### src/hw/rtl/tchs_pkg.sv
package tchs_pkg;

  // command codes of an input item
  localparam logic [1:0] CMD_START   = 2'd0;
  localparam logic [1:0] CMD_TIMEOUT = 2'd1;
  localparam logic [1:0] CMD_PACKET  = 2'd2;

  // phase codes as reported in a result
  localparam logic [2:0] PHASE_IDLE     = 3'd0;
  localparam logic [2:0] PHASE_FW1      = 3'd1;
  localparam logic [2:0] PHASE_FW2      = 3'd2;
  localparam logic [2:0] PHASE_CLOSING  = 3'd3;
  localparam logic [2:0] PHASE_TW       = 3'd4;

  // configuration register map
  localparam int unsigned ADDR_W = 3;
  localparam logic [0:0] REG_RETRY_CAP = 1'd0;
  localparam logic [3:0] RETRY_CAP_RESET = 4'd5;
  localparam logic [3:0] COUNT_MAX = 4'hf;

  typedef enum logic [4:0] {
    PH_IDLE    = 5'b00001,
    PH_FW1     = 5'b00010,
    PH_FW2     = 5'b00100,
    PH_CLOSING = 5'b01000,
    PH_TW      = 5'b10000
  } phase_e;

  typedef struct packed {
    logic [1:0] command;
    logic       pkt_valid;
    logic       pkt_is_ack;
    logic       pkt_is_fin;
  } in_item_t;

  typedef struct packed {
    logic       send_fin;
    logic       send_ack;
    logic       closed;
    logic [2:0] phase;
  } out_item_t;

  typedef struct packed {
    phase_e     phase;
    logic [3:0] retry_count;
    logic [3:0] quiet_count;
  } close_state_t;

  localparam close_state_t STATE_IDLE = '{phase: PH_IDLE, retry_count: 4'd0,
                                          quiet_count: 4'd0};

  function automatic logic [2:0] phase_code(input phase_e ph);
    logic [2:0] code;
    case (ph)
      PH_FW1:     code = PHASE_FW1;
      PH_FW2:     code = PHASE_FW2;
      PH_CLOSING: code = PHASE_CLOSING;
      PH_TW:      code = PHASE_TW;
      default:    code = PHASE_IDLE;
    endcase
    return code;
  endfunction

endpackage

### src/hw/rtl/tchs_cfg_regs.sv
module tchs_cfg_regs (
  input  logic                       clk_i,
  input  logic                       rst_ni,
  input  logic                       psel,
  input  logic                       penable,
  input  logic                       pwrite,
  input  logic [tchs_pkg::ADDR_W-1:0] paddr,
  input  logic [31:0]                pwdata,
  output logic [31:0]                prdata,
  output logic                       pready,
  output logic [3:0]                 retry_cap_o
);
  import tchs_pkg::*;

  logic [3:0] retry_cap_q, retry_cap_d;
  logic       wr_en;
  logic       sel_max;

  assign pready  = 1'b1;
  assign sel_max = (paddr[ADDR_W-1:2] == REG_RETRY_CAP);
  assign wr_en   = psel && penable && pwrite && pready && sel_max;

  always_comb begin
    retry_cap_d = retry_cap_q;
    if (wr_en) begin
      retry_cap_d = pwdata[3:0];
    end
  end

  always_ff @(posedge clk_i or negedge rst_ni) begin
    if (!rst_ni) begin
      retry_cap_q <= RETRY_CAP_RESET;
    end else begin
      retry_cap_q <= retry_cap_d;
    end
  end

  assign prdata      = sel_max ? {28'd0, retry_cap_q} : 32'd0;
  assign retry_cap_o = retry_cap_q;

endmodule

### src/hw/rtl/tchs_next_state.sv
module tchs_next_state (
  input  tchs_pkg::in_item_t     item_i,
  input  tchs_pkg::close_state_t cur_i,
  input  logic [3:0]             retry_cap_i,
  output tchs_pkg::close_state_t nxt_o,
  output tchs_pkg::out_item_t    res_o
);
  import tchs_pkg::*;

  logic [3:0] retry_inc;
  logic       retry_hit;
  logic       tmo;
  logic       fin, ack, done;
  close_state_t nxt;

  // retry count saturates at its top value
  assign retry_inc = (cur_i.retry_count == COUNT_MAX) ? COUNT_MAX
                                                      : cur_i.retry_count + 4'd1;
  assign retry_hit = (retry_inc >= retry_cap_i);
  assign tmo       = (item_i.command == CMD_TIMEOUT);

  always_comb begin
    nxt  = cur_i;
    fin  = 1'b0;
    ack  = 1'b0;
    done = 1'b0;
    case (item_i.command)
      CMD_START: begin
        fin = 1'b1;
        nxt = '{phase: PH_FW1, retry_count: 4'd0, quiet_count: 4'd0};
      end
      CMD_TIMEOUT, CMD_PACKET: begin
        case (cur_i.phase)
          PH_FW1: begin
            if (tmo) begin
              fin             = 1'b1;
              nxt.retry_count = retry_inc;
              done            = retry_hit;
            end else if (!item_i.pkt_valid) begin
              fin             = 1'b1;
              nxt.retry_count = 4'd0;
            end else if (item_i.pkt_is_ack) begin
              nxt = '{phase: PH_FW2, retry_count: 4'd0, quiet_count: 4'd0};
            end else if (item_i.pkt_is_fin) begin
              ack = 1'b1;
              nxt = '{phase: PH_CLOSING, retry_count: 4'd0, quiet_count: 4'd0};
            end else begin
              nxt.retry_count = retry_inc;
              done            = retry_hit;
            end
          end
          PH_FW2: begin
            if (tmo) begin
              done = 1'b1;
            end else if (item_i.pkt_valid && item_i.pkt_is_fin) begin
              ack = 1'b1;
              nxt = '{phase: PH_TW, retry_count: 4'd0, quiet_count: 4'd0};
            end
          end
          PH_CLOSING: begin
            if (tmo) begin
              ack             = 1'b1;
              nxt.retry_count = retry_inc;
              done            = retry_hit;
            end else if (!item_i.pkt_valid) begin
              ack             = 1'b1;
              nxt.retry_count = 4'd0;
            end else if (item_i.pkt_is_ack) begin
              nxt = '{phase: PH_TW, retry_count: 4'd0, quiet_count: 4'd0};
            end else begin
              nxt.retry_count = retry_inc;
              done            = retry_hit;
            end
          end
          PH_TW: begin
            if (tmo) begin
              if (cur_i.quiet_count >= retry_cap_i) begin
                done = 1'b1;
              end else begin
                nxt.quiet_count = cur_i.quiet_count + 4'd1;
              end
            end else begin
              ack  = item_i.pkt_valid && item_i.pkt_is_fin;
              done = 1'b1;
            end
          end
          default: begin
          end
        endcase
        if (done) begin
          nxt = STATE_IDLE;
        end
      end
      default: begin
      end
    endcase
  end

  assign nxt_o = nxt;
  assign res_o = '{send_fin: fin, send_ack: ack, closed: done,
                   phase: phase_code(nxt.phase)};

endmodule

### src/hw/rtl/transport_close_handshake_fsm.sv
// active-close teardown sequencer, one event in and one result out per transfer
// input channel: in_valid_i / in_stall_o carry an event (start, timeout or
//   received packet with its valid, ack and fin flags)
// output channel: out_valid_o / out_stall_i carry the result: whether to send
//   fin and/or ack, whether the teardown closed, and the phase after the event
// configuration: apb register retry_cap at byte address 0; the user must write it
//   only while no event is in flight, unchecked by the block; pready is tied high
// path: an accepted event is held in the input register, and its result is
//   registered in the result register once that register is free or draining
// throughput: one event per cycle unless the result stalls; the next-state
//   logic between the input register and the result register is the only step
// a stalled result holds; the input register still takes an event behind it
//   and only stalls the sender once both registers are full
// reset: phase idle, both counts zero, retry_cap 5, both registers empty
module transport_close_handshake_fsm (
  input  logic                         clk_i,
  input  logic                         rst_ni,
  input  logic                         in_valid_i,
  output logic                         in_stall_o,
  input  tchs_pkg::in_item_t           in_data_i,
  output logic                         out_valid_o,
  input  logic                         out_stall_i,
  output tchs_pkg::out_item_t          out_data_o,
  input  logic                         psel,
  input  logic                         penable,
  input  logic                         pwrite,
  input  logic [tchs_pkg::ADDR_W-1:0]  paddr,
  input  logic [31:0]                  pwdata,
  output logic [31:0]                  prdata,
  output logic                         pready
);
  import tchs_pkg::*;

  logic         in_valid_q, in_valid_d;
  in_item_t     in_q, in_d;
  logic         out_valid_q, out_valid_d;
  out_item_t    out_q, out_d;
  close_state_t state_q, state_d;
  close_state_t state_nxt;
  out_item_t    res;
  logic [3:0]   retry_cap;
  logic         fire;
  logic         in_take;

  tchs_cfg_regs u_cfg (
    .clk_i       (clk_i),
    .rst_ni      (rst_ni),
    .psel        (psel),
    .penable     (penable),
    .pwrite      (pwrite),
    .paddr       (paddr),
    .pwdata      (pwdata),
    .prdata      (prdata),
    .pready      (pready),
    .retry_cap_o (retry_cap)
  );

  tchs_next_state u_next (
    .item_i      (in_q),
    .cur_i       (state_q),
    .retry_cap_i (retry_cap),
    .nxt_o       (state_nxt),
    .res_o       (res)
  );

  // the event is processed when the result register is free or draining
  assign fire       = in_valid_q && (!out_valid_q || !out_stall_i);
  assign in_stall_o = in_valid_q && !fire;
  assign in_take    = in_valid_i && !in_stall_o;

  always_comb begin
    in_valid_d  = in_valid_q;
    in_d        = in_q;
    out_valid_d = out_valid_q;
    out_d       = out_q;
    state_d     = state_q;
    if (out_valid_q && !out_stall_i) begin
      out_valid_d = 1'b0;
    end
    if (fire) begin
      in_valid_d  = 1'b0;
      out_valid_d = 1'b1;
      out_d       = res;
      state_d     = state_nxt;
    end
    if (in_take) begin
      in_valid_d = 1'b1;
      in_d       = in_data_i;
    end
  end

  always_ff @(posedge clk_i or negedge rst_ni) begin
    if (!rst_ni) begin
      in_valid_q  <= 1'b0;
      out_valid_q <= 1'b0;
      state_q     <= STATE_IDLE;
    end else begin
      in_valid_q  <= in_valid_d;
      out_valid_q <= out_valid_d;
      state_q     <= state_d;
    end
  end

  // payload registers carry no reset
  always_ff @(posedge clk_i) begin
    in_q  <= in_d;
    out_q <= out_d;
  end

  assign out_valid_o = out_valid_q;
  assign out_data_o  = out_q;

endmodule

### config.mk
export PLATFORM = sky130hd
export DESIGN_NAME = transport_close_handshake_fsm
export DESIGN_NICKNAME = d
export VERILOG_FILES = /design/src/hw/rtl/tchs_pkg.sv /design/src/hw/rtl/tchs_cfg_regs.sv /design/src/hw/rtl/tchs_next_state.sv /design/src/hw/rtl/transport_close_handshake_fsm.sv
export SDC_FILE = /design/constraint.sdc
export NUM_CORES = 1
export LEC_CHECK = 0
export ABC_AREA = 0
export BUFFER_PORTS_ARGS = -buffer_cell sky130_fd_sc_hd__buf_2
export CAP_MARGIN = 20
export CELL_PAD_IN_SITES_DETAIL_PLACEMENT = 1
export CELL_PAD_IN_SITES_GLOBAL_PLACEMENT = 1
export CORE_ASPECT_RATIO = 1.75
export CORE_MARGIN = 2
export CORE_UTILIZATION = 30
export DETAILED_ROUTE_END_ITERATION = 8
export GPL_ROUTABILITY_DRIVEN = 0
export GPL_TIMING_DRIVEN = 0
export PLACE_DENSITY_LB_ADDON = 0.1
export SETUP_SLACK_MARGIN = 0.3
export SLEW_MARGIN = 20
export SYNTH_ARGS = -nofsm -noshare
export SYNTH_HDL_FRONTEND = slang
export SYNTH_SLANG_ARGS = --single-unit
### constraint.sdc
create_clock -name clk_i -period 4.8 [get_ports clk_i]
set_input_delay 0 -clock clk_i [delete_from_list [all_inputs] [get_ports clk_i]]
set_output_delay 0 -clock clk_i [all_outputs]
set_load 0.005 [all_outputs]
; ---- After elaboration in Yosys (flattened, before gate mapping)
; Index checks and enable logic that the tools add are counted.
[op_classes]
addsub = 2
mul = 0
n_div = 0
magnitude_cmp = 2
n_eq_ne = 23
shifts = 0
muxes = 58
bitwise_logic = 1
reduce_logical = 20
[op_table]
columns = cell, n
row1 = 2-to-1 mux 4 bit, 16
row2 = 2-to-1 mux 13 bit, 4
row3 = 2-to-1 mux 5 bit, 6
row4 = case mux 9 bit (3 select lines), 1
row5 = case mux 13 bit (2 select lines), 1
row6 = 2-to-1 mux 1 bit, 25
row7 = "!= test 4 bit, second input constant", 4
row8 = case mux 4 bit (4 select lines), 1
row9 = AND reduction 13 bit, 1
row10 = "!= test 4 x 3 -> 1 bit, second input constant", 3
row11 = case mux 3 bit (4 select lines), 1
row12 = "equality test 5 x 2 -> 1 bit, second input constant", 2
row13 = "equality test 5 x 3 -> 1 bit, second input constant", 2
row14 = "equality test 5 x 4 -> 1 bit, second input constant", 2
row15 = "equality test 5 bit, second input constant", 2
row16 = "!= test 5 x 4 -> 1 bit, second input constant", 2
row17 = "adder 4 x 1 -> 4 bit, second input constant", 2
row18 = greater-or-equal comparator 4 bit, 2
row19 = logical AND 1 bit, 8
row20 = "!= test 4 x 2 -> 1 bit, second input constant", 2
row21 = case mux 1 bit (4 select lines), 2
row22 = "!= test 6 x 5 -> 1 bit, second input constant", 1
row23 = nonzero test 2 bit, 3
row24 = AND reduction 5 bit, 1
row25 = other kinds (9), 12
[totals]
ff_bits = 30
latchBits = 0
ram_bits = 0
rom_bits = 0
input_bits = 47
output_inout_bits = 41
elab_cells = 120
mem_count = 0

; ---- Longest topological paths before layout
[logic_depth]
ltp_word = 13
mapped_depth = 12
mapped_depth_nobuf = 12

; ---- Cells and area by module
; From an unflattened synthesis, not the netlist that was laid out.
[hier_totals]
cells_unflattened = 246
area_unflattened_um2 = 2463.6
[by_module_without_submodules]
columns = module, n_inst, cells_each, area_each_um2, seq_area_each_um2
row1 = tchs_next_state, 1, 156, 1076.0, 0.0
row2 = transport_close_handshake_fsm, 1, 46, 955.9, 706.9
row3 = tchs_cfg_regs, 1, 44, 431.7, 102.6

; ---- Worst setup path before layout
; No wires, ideal clock.
[synth_path]
path_type = reg-to-reg
startpoint = register state_q[4] in the netlist's numbering
endpoint = register out_q, in the netlist out_data_o[0] (data pin)
setup_ns = 0.269
arrival_ns = 2.264
required_time_ns = 4.531
slack_ns = 2.267
stages_incl_launch_ff = 13
n_path_buf = 0
synth_period_minus_slack_ns = 2.533
path_cell_list = dfrtp_1 -> ha_1 -> nand3_1 -> nand2_1 -> inv_1 -> ha_1 -> nand2b_1 -> a21oi_1 -> o21ai_0 -> a211oi_2 -> a31o_1 -> xor2_1 -> nor3_2
[synth_rtl]
columns = item, line_no
row1 = "start, declared", transport_close_handshake_fsm.sv:38  ; close_state_t state_q, state_d;
row2 = "start signal, assigned", transport_close_handshake_fsm.sv:100  ; state_q <= state_d;
row3 = "end signal, assigned", transport_close_handshake_fsm.sv:107  ; out_q <= out_d;
row4 = "end, declared", transport_close_handshake_fsm.sv:37  ; out_item_t out_q, out_d;

==> summary.txt <==
Status
  • Result of the run: finished clean

Setup path
  • Crit path launch: state_q[4]
  • Capture point of the worst reg-to-reg path: out_data_o[0]
  • Slowest cell delay on critical path: 0.49 ns
  • FF-to-FF setup slack: 1.94 ns
  • Data required time of the critical path: 4.82 ns
  • Cell breakdown of the critical path: ha_1, nand3_1, nand2_1, inv_1, ha_1, nand2b_1, a21oi_1, o21ai_0, a211oi_1, a311oi_1, nor3_2
  • R2r startpoint: state_q[4]
  • Data arrival, critical path: 2.88 ns
  • Critical path capture point type: register
  • Critical Setup Path Class: register to register
  • Slowest cell on crit path: o21ai_0
  • Worst reg-to-reg path cell count: 11
  • Critical path launch point type: register
  • Capturing element of the worst setup path: out_data_o[0]
  • Critical-path maximum fanout: 5
  • Cell repeated most along the worst path: ha_1

Logic synthesis
  • Mapped Avg Cell Area: 9.25 µm²
  • Adder-cell area share of the yosys netlist: 7.12%
  • Mux share of post-synthesis cell area: 2.41%
  • Predominant post-synthesis flop cell: dfrtp_1
  • Basic-gate share of the synthesized area counting and, or, nand and nor cells: 23.9%
  • Share of synthesized flip-flops with an asynchronous set or reset: 63.3%
  • Number of flip-flops and latches in the synthesized netlist: 30
  • Yosys synthesis warning count: 0
  • Combinational family with the most area after synthesis: simple AND/OR/NAND/NOR gates
  • Parity-gate share of the synthesized area counting xor and xnor cells: 1.15%
  • Summed instance area of the synthesized netlist: 0.00229 mm²
  • Gate count after technology mapping: 247
  • Sequential fraction of the synthesis area: 35.4%
  • Post-synth cell types: 60
  • Compound-Gate Fraction of Synth Area: 16.4%
  • EDFF count, synth: 11

Floorplanning
  • IO Pins: 88
  • # rows: 42
  • Core outline area: 0.00746 mm²
  • Starting density of the core: 30.6%
  • Horizontal die dimension: 70.0 µm
  • Die area: 0.00836 mm²
  • Die height: 119 µm

Power
  • Power share of the clock group: 35.0%
  • Peak VDD IR: 120 µV
  • Total power draw: 0.932 mW
  • P_leak: 1.36 nW
  • Proportion of power drawn by combinational gates: 30.9%
  • Power density of the placed cells: 321 mW/mm²
  • Reg power frac: 34.1%
  • Switching share of power: 32.7%
  • Power Internal: 0.627 mW
  • Switching power: 0.305 mW

STA
  • Count of endpoints failing hold in the final timing report: 0
  • Worst-margin pin slew: 0.625 ns
  • Worst rel slew slack: 58.4%
  • Fmax: 350 MHz
  • Worst setup margin: 1.94 ns
  • Final count of negative-setup-slack endpoints: 0
  • Fin Setup TNS: 0 ns
  • Worst-case clock skew: 0.00588 ns
  • Share of the clock period used by the worst path: 59.5%
  • Number of max-slew violations in the final report: 0
  • Unrepaired setup endpoints after global routing: false
  • WHS: 0.207 ns
  • Shortest period the worst path allows: 2.86 ns

Clocking
  • CTS Hold Bufs: 12
  • Total number of H-tree levels: 2
  • Post-CTS clock slew at the launch and capture registers of the worst setup and hold paths: 0.06 ns
  • Number of instances resized during post-cts repair: 0
  • Clock insertion delay at the later pin of the skew report: 0.28 ns
  • Clock tree from TritonCTS: yes
  • Buffer depth of the longest clock path: 2
  • Number of buffers created by CTS: 5
  • Root buffer cell: clkbuf_16
  • Number of buffers inserted by post-CTS setup repair: 0
  • Number of clock sinks: 30

Route
  • Detail Route met3 WL: 246 µm
  • Per-cell routed wire length: 15.3 µm
  • Number of antenna-violating nets in the routed design: 0
  • First-pass iteration count of the detailed router: 4
  • Met1 routed wirelength after detailed routing: 2140 µm
  • DRC violation count after routing: 0
  • DRT Wirelength: 6260 µm
  • WL met2: 3600 µm
  • Number of DRC violations after detailed-routing iteration 0: 116
  • Vias/cell: 4.89
  • Total number of vias: 2005
  • Top Metal Used: met4

Min path
  • Class of the most critical hold timing path: primary input to async pin

Flow run
  • Number of max-capacitance violations reported: 0

Placed design
  • Count of input and output buffers: 28
  • Setup slack at placement: 1.91 ns
  • Post-detail-place hpwl: 4840 µm

Global route
  • Overflow left after global routing: 0
  • Pin count of the biggest net entering global routing: 20
  • Vias in the first global route: 2007
  • Global-route total usage across every layer: 15.8%
  • Number of antenna violations at the first check in global routing: 0
  • First-pass GRT wire length: 10100 µm

Layout
  • Antenna Cells: 0
  • Nets: 381
  • Final core utilization: 38.9%
  • Share of cells above drive strength 1: 27.6%
  • Post-synthesis to final-layout area growth: 27.1%
-- critical path, delay by kind of cell (launching register included) --
family	cells	cell delay, ns
and+or+nand+nor	4	0.39
AOI/OAI and AO/OA	4	1.29
buffers and inverters	1	0.05
DFF	1	0.38
adders and majority gates	2	0.49
-- worst min path at each step --
stage,from,endpoint,slack [ns]
finish,rst_ni,state_q[12],0.21
floorplan,rst_ni,in_valid_q,-0.30
detailed placement,rst_ni,state_q[12],-0.007
global route,pwrite,u_cfg.retry_cap_o[2],0.25
CTS,rst_ni,state_q[12],0.22
global placement,rst_ni,state_q[12],-0.008
-- layout by cell type, fill, tap and decap left out, types with 3 or more instances in the layout --
cell type / count
a21oi_1: 14
a21oi_2: 3
a22o_1: 5
and2_1: 3
buf_2: 31
buf_4: 29
clkbuf_1: 4
clkbuf_16: 5
conb_1: 29
dfrtp_1: 16
dfstp_2: 3
dlygate4sd3_1: 12
edfxtp_1: 11
ha_1: 13
inv_1: 13
mux2_2: 4
nand2_1: 12
nand2b_1: 14
nand3_1: 10
nor2_1: 22
nor2b_1: 6
nor3_2: 3
o21ai_0: 6
o21ai_1: 3
-- synthesized netlist by cell type, types with 2 or more instances --
cell type | number | area, µm²
a31oi_1 | 2 | 12.5
inv_1 | 13 | 48.8
nand2_1 | 12 | 45.0
dfrtp_1 | 16 | 400
buf_4 | 29 | 218
xor2_1 | 2 | 17.5
nand3b_1 | 2 | 15.0
nor3_2 | 3 | 30.0
o31ai_1 | 2 | 15.0
nor2_1 | 22 | 82.6
and2_1 | 3 | 18.8
edfxtp_1 | 11 | 330
a22o_1 | 5 | 43.8
nand4b_1 | 2 | 17.5
o21ai_0 | 6 | 30.0
conb_1 | 2 | 7.51
nor3_1 | 2 | 10.0
a21oi_2 | 3 | 26.3
a21oi_1 | 14 | 70.1
nor4_2 | 2 | 25.0
clkbuf_1 | 3 | 11.3
dfstp_2 | 3 | 78.8
a22oi_1 | 2 | 15.0
buf_2 | 3 | 15.0
mux2_2 | 4 | 45.0
nor2b_1 | 6 | 37.5
o21ai_1 | 3 | 15.0
ha_1 | 13 | 163
a211oi_1 | 2 | 15.0
nand2b_1 | 14 | 87.6
and3_1 | 2 | 12.5
nand3_1 | 10 | 50.1
nor4_1 | 2 | 12.5
-- power groups by stage --
stage / clock network, mW / logic, mW / registers (mW)
floorplan: 0 / 0.204 / 0.318
global placement: 0 / 0.277 / 0.323
detailed placement: 0 / 0.280 / 0.323
CTS: 0.334 / 0.290 / 0.319
global route: 0.344 / 0.323 / 0.322
finish: 0.326 / 0.288 / 0.318
-- metal layers --
layer | up-vias | global-route usage (%)
met1 | 956 | 14.4
met2 | 57 | 31.1
met3 | 20 | 2.88
li1 | 972 | -
met5 | - | 0
met4 | 0 | 9.38
-- metrics by stage --
stage               cell area [µm²]  instances
floorplan                      2390        274
global placement               2640        390
detailed placement             2640        390
CTS                            2910        410
global route                   2910        410
finish                         2910        410
-- cell families after synthesis --
logic type	after synthesis
other	2
XOR/XNOR	3
flip-flops	30
AO/OA/AOI/OAI	53
multiplexers	5
buffers and inverters	49
AND/OR/NAND/NOR	92
adder cells (fa/ha/maj)	13
-- final cells by class --
| class | instances | area (µm²) |
|---|---|---|
| fill | 914 | 4560 |
| multi-input combinational | 195 | 1270 |
| sequential | 30 | 810 |
| timing repair buffer | 40 | 260 |
| buffer | 36 | 255 |
| clock buffer | 7 | 143 |
| tap | 88 | 110 |
| inverter | 13 | 48.8 |
| clock inverter | 1 | 5.00 |
-- sequential cells by signal (all words and copies together), names as in the netlist --
| signal | flops |
|---|---|
| in_q | 5 |
| out_valid_o | 1 |
| out_data_o | 6 |
| u_cfg.retry_cap_o | 4 |
| in_valid_q | 1 |
| state_q | 13 |
No activity file was read; power rests on OpenSTA's default activity.
